$ cat src/rtl/cpq_pkg.sv
package cpq_pkg;

  // Default depth of the vertex table.
  localparam int MAX_VERTICES_DEF = 16;

  // Below this many vertices an add always succeeds without a convexity check.
  localparam int MIN_FREE_ADD = 3;

  localparam int COORD_W = 16;
  localparam int VTX_W   = 2 * COORD_W;
  localparam int OPND_W  = COORD_W + 1;
  localparam int PROD_W  = 2 * OPND_W;
  localparam int SUM_W   = PROD_W + 1;

  // Item kinds carried on the input channel.
  localparam logic [1:0] KIND_ADD   = 2'd0;
  localparam logic [1:0] KIND_QUERY = 2'd1;
  localparam logic [1:0] KIND_CLEAR = 2'd2;

  typedef enum logic {
    OP_CROSS,
    OP_DIST
  } op_kind_t;

  typedef struct packed {
    op_kind_t kind;
    logic     last;
  } op_tag_t;

  // One request to the shared multiply-add unit: a1*b1 +/- a2*b2.
  typedef struct packed {
    logic                      valid;
    op_tag_t                   tag;
    logic                      sub;
    logic signed [OPND_W-1:0]  a1;
    logic signed [OPND_W-1:0]  b1;
    logic signed [OPND_W-1:0]  a2;
    logic signed [OPND_W-1:0]  b2;
  } mac_op_t;

  typedef struct packed {
    logic                     valid;
    op_tag_t                  tag;
    logic signed [SUM_W-1:0]  sum;
  } mac_res_t;

endpackage

$ cat src/rtl/convex_polygon_point_query.sv
// Convex polygon point query.
//
// The input channel carries one word per item: the kind on in_tuser (add vertex,
// query point, clear table) and the point on in_tdata. Every item produces exactly
// one result word on the output channel, held in an output register until taken.
// An add appends the point unconditionally while fewer than three vertices are
// held, is refused when the table is full, and otherwise is kept only if all
// corners of the enlarged polygon turn the same way. A query reports whether the
// point is inside or on the polygon and the index of the first nearest vertex.
// A clear, a refused or early add and a query on an empty table skip the table walk
// and go straight to the result; a checked add walks the n stored vertices through
// the corner test, and a query walks them for edge products and distances. The
// shared two-product multiply-add unit handles one corner per cycle on an add, and
// one edge product plus one squared distance per vertex on a query. The result word
// appears on the output channel in the cycle in which in_tready returns high. The block
// takes one item at a time: in_tready is low from acceptance until the result is
// loaded into the output register. A stalled receiver holds the result word, and
// the next item's result waits until that word is taken. After reset the table is
// empty and the output channel is idle.
module convex_polygon_point_query #(
  parameter int MAX_VERTICES = cpq_pkg::MAX_VERTICES_DEF
) (
  input  logic        clk,
  input  logic        rst_n,
  input  logic        in_tvalid,
  output logic        in_tready,
  input  logic [31:0] in_tdata,   // point_x [15:0], point_y [31:16]
  input  logic [1:0]  in_tuser,   // kind [1:0]
  output logic        out_tvalid,
  input  logic        out_tready,
  output logic [15:0] out_tdata   // accepted [0], inside_res [1], nearest_index [5:2],
                                  // count_now [10:6], zero fill [15:11]
);
  import cpq_pkg::*;

  localparam int AW = $clog2(MAX_VERTICES);
  localparam int CW = $clog2(MAX_VERTICES + 1);
  localparam int JW = $clog2(MAX_VERTICES + 3);

  typedef enum logic [1:0] {
    S_IDLE,
    S_WALK,
    S_DRAIN,
    S_FINISH
  } state_t;

  state_t                    state_r;
  logic [1:0]                kind_r;
  logic signed [COORD_W-1:0] px_r;
  logic signed [COORD_W-1:0] py_r;
  logic [CW-1:0]             count_r;
  logic [JW-1:0]             j_r;
  logic                      ph_r;

  // Fetch-to-data stage: one vertex word becomes available per fetch.
  logic                      fv_r;
  logic                      fsrc_in_r;
  logic [JW-1:0]             fj_r;

  // Sliding window of points for the corner test on an add.
  logic signed [COORD_W-1:0] wa_x_r, wa_y_r, wb_x_r, wb_y_r;
  // Previous vertex relative to the query point, and a pending distance.
  logic signed [OPND_W-1:0]  rp_x_r, rp_y_r;
  logic                      dist_pend_r;
  logic signed [OPND_W-1:0]  dd_x_r, dd_y_r;

  // Result trackers.
  logic                      have_first_r;
  logic                      first_neg_r;
  logic                      fail_r;
  logic [AW-1:0]             dist_cnt_r;
  logic [AW-1:0]             best_idx_r;
  logic [PROD_W-1:0]         best_d_r;

  logic                      out_valid_r;
  logic [15:0]               out_data_r;

  logic                      in_fire;
  logic                      is_add;
  logic [JW-1:0]             n_j;
  logic [JW-1:0]             j_last_add;
  logic                      fetch;
  logic                      fsrc_in;
  logic                      rd_en;
  logic [AW-1:0]             rd_addr;
  logic [VTX_W-1:0]          rd_data;
  logic                      walk_end;
  logic                      wr_en;
  logic                      out_free;
  logic signed [COORD_W-1:0] c_x, c_y;
  logic signed [OPND_W-1:0]  rx, ry;
  logic                      cross_v;
  logic                      cross_last;
  mac_op_t                   mac_op;
  mac_res_t                  mac_res;
  logic                      commit_add;
  logic [CW-1:0]             count_fin;
  logic                      res_acc, res_inside;
  logic [3:0]                res_near;

  assign in_tready = (state_r == S_IDLE);
  assign in_fire   = in_tvalid & in_tready;
  assign is_add    = (kind_r == KIND_ADD);
  assign n_j        = JW'(count_r);
  assign j_last_add = n_j + JW'(2);
  assign out_free   = !out_valid_r || out_tready;

  // Fetch sequencing. An add streams new, V0..Vn-1, new, V0 one per cycle; a query
  // streams V0..Vn-1, V0, fetching only while ph_r is low.
  always_comb begin
    fetch   = 1'b0;
    fsrc_in = 1'b0;
    rd_en   = 1'b0;
    rd_addr = '0;
    if (state_r == S_WALK) begin
      if (is_add) begin
        fetch   = 1'b1;
        fsrc_in = (j_r == '0) || (j_r == n_j + JW'(1));
        rd_en   = !fsrc_in;
        rd_addr = (j_r == j_last_add) ? '0 : AW'(j_r - JW'(1));
      end else if (!ph_r) begin
        fetch   = 1'b1;
        rd_en   = 1'b1;
        rd_addr = (j_r == n_j) ? '0 : AW'(j_r);
      end
    end
  end

  assign walk_end = fetch && (is_add ? (j_r == j_last_add) : (j_r == n_j));

  // Data stage: build the operands for the shared unit.
  always_comb begin
    c_x = fsrc_in_r ? px_r : rd_data[COORD_W-1:0];
    c_y = fsrc_in_r ? py_r : rd_data[VTX_W-1:COORD_W];
    rx  = {c_x[COORD_W-1], c_x} - {px_r[COORD_W-1], px_r};
    ry  = {c_y[COORD_W-1], c_y} - {py_r[COORD_W-1], py_r};
    cross_v    = fv_r && (is_add ? (fj_r >= JW'(2)) : (fj_r >= JW'(1)));
    cross_last = is_add ? (fj_r == j_last_add) : (fj_r == n_j);

    mac_op.valid    = dist_pend_r;
    mac_op.tag.kind = OP_DIST;
    mac_op.tag.last = 1'b0;
    mac_op.sub      = 1'b0;
    mac_op.a1       = dd_x_r;
    mac_op.b1       = dd_x_r;
    mac_op.a2       = dd_y_r;
    mac_op.b2       = dd_y_r;
    if (cross_v) begin
      mac_op.valid    = 1'b1;
      mac_op.tag.kind = OP_CROSS;
      mac_op.tag.last = cross_last;
      mac_op.sub      = 1'b1;
      if (is_add) begin
        // Corner at b: (c - b) x (a - b).
        mac_op.a1 = {c_x[COORD_W-1], c_x} - {wb_x_r[COORD_W-1], wb_x_r};
        mac_op.b1 = {wa_y_r[COORD_W-1], wa_y_r} - {wb_y_r[COORD_W-1], wb_y_r};
        mac_op.a2 = {wa_x_r[COORD_W-1], wa_x_r} - {wb_x_r[COORD_W-1], wb_x_r};
        mac_op.b2 = {c_y[COORD_W-1], c_y} - {wb_y_r[COORD_W-1], wb_y_r};
      end else begin
        // Edge seen from the query point: prev x cur.
        mac_op.a1 = rp_x_r;
        mac_op.b1 = ry;
        mac_op.a2 = rx;
        mac_op.b2 = rp_y_r;
      end
    end
  end

  // Result of the item, formed when it finishes.
  always_comb begin
    commit_add = is_add && !fail_r;
    count_fin  = count_r;
    if (commit_add) begin
      count_fin = count_r + CW'(1);
    end else if (kind_r == KIND_CLEAR) begin
      count_fin = '0;
    end
    res_acc    = is_add ? !fail_r : 1'b1;
    res_inside = (kind_r == KIND_QUERY) && !fail_r;
    res_near   = (kind_r == KIND_QUERY) ? 4'(best_idx_r) : 4'd0;
  end

  assign wr_en = (state_r == S_FINISH) && out_free && commit_add;

  cpq_vtx_mem #(
    .DEPTH (MAX_VERTICES)
  ) u_mem (
    .clk     (clk),
    .wr_en   (wr_en),
    .wr_addr (AW'(count_r)),
    .wr_data ({py_r, px_r}),
    .rd_en   (rd_en),
    .rd_addr (rd_addr),
    .rd_data (rd_data)
  );

  cpq_mac u_mac (
    .clk   (clk),
    .rst_n (rst_n),
    .op_i  (mac_op),
    .res_o (mac_res)
  );

  always_ff @(posedge clk) begin
    if (!rst_n) begin
      state_r     <= S_IDLE;
      count_r     <= '0;
      fv_r        <= 1'b0;
      dist_pend_r <= 1'b0;
      out_valid_r <= 1'b0;
      ph_r        <= 1'b0;
    end else begin
      fv_r <= fetch;
      if (fetch) begin
        fsrc_in_r <= fsrc_in;
        fj_r      <= j_r;
        j_r       <= j_r + JW'(1);
      end
      if (state_r == S_WALK && !is_add) begin
        ph_r <= !ph_r;
      end

      // Data stage bookkeeping. A pending distance is always issued in the cycle
      // after its vertex arrives, since no query vertex arrives in that cycle.
      dist_pend_r <= fv_r && !is_add && (fj_r < n_j);
      if (fv_r) begin
        if (is_add) begin
          wa_x_r <= wb_x_r;
          wa_y_r <= wb_y_r;
          wb_x_r <= c_x;
          wb_y_r <= c_y;
        end else begin
          rp_x_r <= rx;
          rp_y_r <= ry;
          if (fj_r < n_j) begin
            dd_x_r <= rx;
            dd_y_r <= ry;
          end
        end
      end

      // Results of the shared unit.
      if (mac_res.valid) begin
        if (mac_res.tag.kind == OP_CROSS) begin
          if (mac_res.sum != '0) begin
            if (!have_first_r) begin
              have_first_r <= 1'b1;
              first_neg_r  <= mac_res.sum[SUM_W-1];
            end else if (mac_res.sum[SUM_W-1] != first_neg_r) begin
              fail_r <= 1'b1;
            end
          end
        end else begin
          if (dist_cnt_r == '0 || mac_res.sum[PROD_W-1:0] < best_d_r) begin
            best_idx_r <= dist_cnt_r;
            best_d_r   <= mac_res.sum[PROD_W-1:0];
          end
          dist_cnt_r <= dist_cnt_r + AW'(1);
        end
      end

      if (out_valid_r && out_tready) begin
        out_valid_r <= 1'b0;
      end

      unique case (state_r)
        S_IDLE: begin
          if (in_fire) begin
            kind_r       <= in_tuser;
            px_r         <= in_tdata[15:0];
            py_r         <= in_tdata[31:16];
            j_r          <= '0;
            ph_r         <= 1'b0;
            have_first_r <= 1'b0;
            first_neg_r  <= 1'b0;
            fail_r       <= 1'b0;
            dist_cnt_r   <= '0;
            best_idx_r   <= '0;
            best_d_r     <= '0;
            state_r      <= S_FINISH;
            if (in_tuser == KIND_ADD) begin
              if (count_r >= CW'(MAX_VERTICES)) begin
                fail_r <= 1'b1;
              end else if (count_r >= CW'(MIN_FREE_ADD)) begin
                state_r <= S_WALK;
              end
            end else if (in_tuser == KIND_QUERY && count_r != '0) begin
              state_r <= S_WALK;
            end
          end
        end
        S_WALK: begin
          if (walk_end) begin
            state_r <= S_DRAIN;
          end
        end
        S_DRAIN: begin
          if (mac_res.valid && mac_res.tag.last) begin
            state_r <= S_FINISH;
          end
        end
        S_FINISH: begin
          if (out_free) begin
            count_r     <= count_fin;
            out_valid_r <= 1'b1;
            out_data_r  <= {5'd0, 5'(count_fin), res_near, res_inside, res_acc};
            state_r     <= S_IDLE;
          end
        end
        default: begin
          state_r <= S_IDLE;
        end
      endcase
    end
  end

  assign out_tvalid = out_valid_r;
  assign out_tdata  = out_data_r;

endmodule

$ cat src/rtl/cpq_vtx_mem.sv
module cpq_vtx_mem #(
  parameter int DEPTH = cpq_pkg::MAX_VERTICES_DEF,
  localparam int AW = $clog2(DEPTH)
) (
  input  logic                       clk,
  input  logic                       wr_en,
  input  logic [AW-1:0]              wr_addr,
  input  logic [cpq_pkg::VTX_W-1:0]  wr_data,
  input  logic                       rd_en,
  input  logic [AW-1:0]              rd_addr,
  output logic [cpq_pkg::VTX_W-1:0]  rd_data
);
  import cpq_pkg::*;

  logic [VTX_W-1:0] mem [DEPTH];
  logic [VTX_W-1:0] rd_data_r;

  always_ff @(posedge clk) begin
    if (wr_en) begin
      mem[wr_addr] <= wr_data;
    end
    if (rd_en) begin
      rd_data_r <= mem[rd_addr];
    end
  end

  assign rd_data = rd_data_r;

endmodule

$ cat src/rtl/cpq_mac.sv
module cpq_mac (
  input  logic              clk,
  input  logic              rst_n,
  input  cpq_pkg::mac_op_t  op_i,
  output cpq_pkg::mac_res_t res_o
);
  import cpq_pkg::*;

  // Stage one registers both products, stage two their sum or difference.
  logic                     m_valid_r;
  op_tag_t                  m_tag_r;
  logic                     m_sub_r;
  logic signed [PROD_W-1:0] p1_r;
  logic signed [PROD_W-1:0] p2_r;
  logic                     s_valid_r;
  op_tag_t                  s_tag_r;
  logic signed [SUM_W-1:0]  sum_r;

  always_ff @(posedge clk) begin
    if (!rst_n) begin
      m_valid_r <= 1'b0;
      s_valid_r <= 1'b0;
    end else begin
      m_valid_r <= op_i.valid;
      s_valid_r <= m_valid_r;
    end
    m_tag_r <= op_i.tag;
    m_sub_r <= op_i.sub;
    p1_r    <= op_i.a1 * op_i.b1;
    p2_r    <= op_i.a2 * op_i.b2;
    s_tag_r <= m_tag_r;
    sum_r   <= m_sub_r ? (SUM_W'(p1_r) - SUM_W'(p2_r)) : (SUM_W'(p1_r) + SUM_W'(p2_r));
  end

  always_comb begin
    res_o.valid = s_valid_r;
    res_o.tag   = s_tag_r;
    res_o.sum   = sum_r;
  end

endmodule

$ cat config.mk
export PLATFORM = sky130hd
export DESIGN_NAME = convex_polygon_point_query
export DESIGN_NICKNAME = d
export VERILOG_FILES = /design/src/rtl/cpq_pkg.sv /design/src/rtl/convex_polygon_point_query.sv /design/src/rtl/cpq_vtx_mem.sv /design/src/rtl/cpq_mac.sv
export SDC_FILE = /design/constraint.sdc
export NUM_CORES = 2
export LEC_CHECK = 0
export ABC_AREA = 1
export BUFFER_PORTS_ARGS = -buffer_cell sky130_fd_sc_hd__buf_4
export CELL_PAD_IN_SITES_DETAIL_PLACEMENT = 0
export CELL_PAD_IN_SITES_GLOBAL_PLACEMENT = 1
export CORE_AREA = 8 8 402 404
export DETAILED_ROUTE_END_ITERATION = 10
export DIE_AREA = 0 0 410 412
export HOLD_SLACK_MARGIN = 0.1
export MAX_ROUTING_LAYER = met4
export PLACE_DENSITY_LB_ADDON = 0.1
export SLEW_MARGIN = 10
export SYNTH_ARGS = -nofsm -noshare
export SYNTH_HDL_FRONTEND = slang
export SYNTH_HIERARCHICAL = 1
export SYNTH_SLANG_ARGS = --single-unit
$ cat constraint.sdc
create_clock -name clk -period 9.3 [get_ports clk]
set_clock_uncertainty 0.1 [all_clocks]
set_input_delay 0.465 -clock clk [delete_from_list [all_inputs] [get_ports clk]]
set_output_delay 0.465 -clock clk [all_outputs]
set_load 0.005 [all_outputs]
==> results.txt <==
outcome: finished clean
DR iter-0 viols: 3364
drt pass-1 iters: 6
first-pass GRT wire length: 311000 um
initial antenna violation count: 0
ys async rst share: 0
Post-DRT Antenna Nets: 0
Critical Path End Type: flop
final layout net count: 9095
number of synthesized flops with an enable pin: 777
Synth-to-Final Area Change: 9.57%
Initial Util: 0.446
CP Launch Type: flop
Core Box Area: 155000 um2
Crit. Startpoint: fsrc_in_r$_SDFFCE_PN0P_
terminating pin of the worst hold path: u_mac/res_o[36]$_DFF_P_
crit-path most repeated cell: fa_1
kind of critical path: flop to flop
port bufs: 50
WL/cell: 19.7 um
max-capacitance violation count: 0
fin. max-slew vios: 0
overall die area: 169000 um2
RSZ-0062 raised after global routing: no
Root Buffer: clkbuf_16
Min-Delay Startpoint: u_mac/m_tag_r[1]$_DFF_P_
clk buf depth: 3
count leader, synth: nand2_1
CP max stage delay: 0.60 ns
worst-case reg-to-reg path depth: 29
synthesized area: 69200 um2
setup tns final: 0 ns
Yosys warning total: 6
Synth Instances: 8044
Avg Vias per Cell: 5.02
Synth Flop Type: edfxtp_1
worst skew pair latency: 0.75 ns
part of the cycle the worst path needs: 0.933
CTS tree: built
Avg Inst Size Synth: 8.61 um2
top-area cell type share of the netlist area: 0.337
DRC viols: 0
Fmax: 115 MHz
fin crit period: 8.68 ns
CP required: 9.77 ns
grt ovf: 0
hpwl dp: 149000 um
Worst Hold Class: flop to flop
pin count of the biggest net entering global routing: 115
sequential fraction of the synthesis area: 0.372
Critical Path AT: 9.14 ns
routed vias: 51400
IO Pins: 56
Sink Count: 898
Ant. Diodes: 0
crit-path max FO: 38
slew margin rel.: 0.202
GP Congestion: 0.916
final-report setup violation count: 0
CTS Buf Count: 101
CTS H-Tree Depth: 3
Slew @ Worst Pin: 1.19 ns
reg2reg end: u_mac/p1_r[22]$_DFF_P_
total routed wirelength: 202000 um
Die H: 412 um
Worst Hold Depth: 0
internal reg-to-reg setup slack: 0.62 ns
Reg-to-Reg Start: fsrc_in_r$_SDFFCE_PN0P_
top cells by count, synth: nand2_1 (2046), inv_1 (1787), edfxtp_1 (777), nand3_1 (623), fa_1 (599)
largest cells by area after synthesis: edfxtp_1 (34%), fa_1 (17%), nand2_1 (11%)
highest-delay cell along the critical path: nand2_1
Chip Width: 410 um
vias in the first global route: 51900
total global routing track utilization: 0.243
Post CTS Setup Buffer Count: 0
Synth Register Bits: 898
Clock transition at path regs: 0.06 ns
Unique masters post-synth: 63
Hold Vio Cnt, Final: 0
Placement Rows: 145
top cell type by total area after synthesis: edfxtp_1
share of cells above drive strength 1: 0.0603
-- worst max-delay path, delay by kind of cell, from the launching register on --
kind	cells	cell delay, ns
adders and majority gates	8	3.66
xor gates and xnor gates	1	0.27
DFF	1	0.38
buffers and inverters	5	0.72
AOI/OAI and AO/OA	8	1.93
and+or+nand+nor	7	1.40
-- flip-flops by register name, indices dropped and copies added (netlist names), 32 cells and up --
signal	count
best_d_r	34
u_mac/p1_r	34
u_mac/p2_r	34
u_mac/sum_r	35
u_mem/mem	512
u_mem/rd_data	32
-- kinds of logic after synthesis --
family | count (synthesis) | synth area share
simple gates | 3287 | 0.199
buf+inv | 2110 | 0.120
fa+ha+maj | 951 | 0.237
flops | 898 | 0.372
compound gates | 631 | 0.0511
xor+xnor | 166 | 0.0212
other cells | 1 | 0.0000542
-- worst max path at each step --
stage / to / cells past startpoint
finish: u_mac/p1_r[22]$_DFF_P_ / 29
global route: u_mac/p1_r[22]$_DFF_P_ / 33
CTS: u_mac/p1_r[22]$_DFF_P_ / 33
detailed placement: u_mac/p1_r[22]$_DFF_P_ / 33
global placement: u_mac/p1_r[22]$_DFF_P_ / 32
floorplan: u_mac/p1_r[29]$_DFF_P_ / 37
-- cell type report --
class                           instances  area, um2
Clock buffer                          134       2760
Clock inverter                         53        485
Fill cell                           14900      79300
Inverter                             1802       6770
Multi-Input combinational cell       5040      35400
Sequential cell                       898      25800
Tap cell                             2058       2570
Timing Repair Buffer                  263       2090
-- per-layer routing --
metal | wire, um | vias up | GRT usage
met5 | 0 | - | -
met4 | 6780 | 0 | 0.0738
met3 | 8460 | 303 | 0.0271
met2 | 99700 | 1072 | 0.416
met1 | 86700 | 25000 | 0.305
li1 | - | 25100 | -
-- placed cells by master, fill, tap and decap left out, types with 19 or more instances in the layout --
cell and instances:
xor2_1 108, o211ai_1 19, clkbuf_16 105, fa_1 599
inv_1 1785, ha_1 352, nor2_4 25, o21ai_0 142
nand4_1 57, edfxtp_1 777, a21oi_1 289, nand2_1 2044
xnor2_1 56, clkbuf_1 27, a31oi_1 21, dfxtp_1 121
nor2_1 399, nor3_1 36, nand3_1 623, clkinv_1 27
buf_4 224, o21bai_1 29, dlygate4sd3_1 37, a21o_1 20
o21ai_1 39
-- per-stage QoR --
step                utilization  cells  instance area [um2]  hold slack, ns  setup WS (ns)
finish                    0.489  10200                75900           0.227          0.624
global placement          0.466  10000                72200           0.215          0.601
global route              0.489  10200                75900           0.249         0.0313
detailed placement        0.466  10000                72200           0.212          0.513
CTS                       0.489  10200                75800           0.227          0.422
floorplan                     -   8048                69200           0.210           1.43
-- repair_timing --
item                                    CTS  global route
endpoints found under the setup margin    0             3
hold buffers                             37             0
gates resized for setup                   0             3
hold endpoints to repair                 48             0
Power is left out: the tool's default activity adds up to more than one toggle a clock period on the data nets, which glitch-free logic cannot reach.
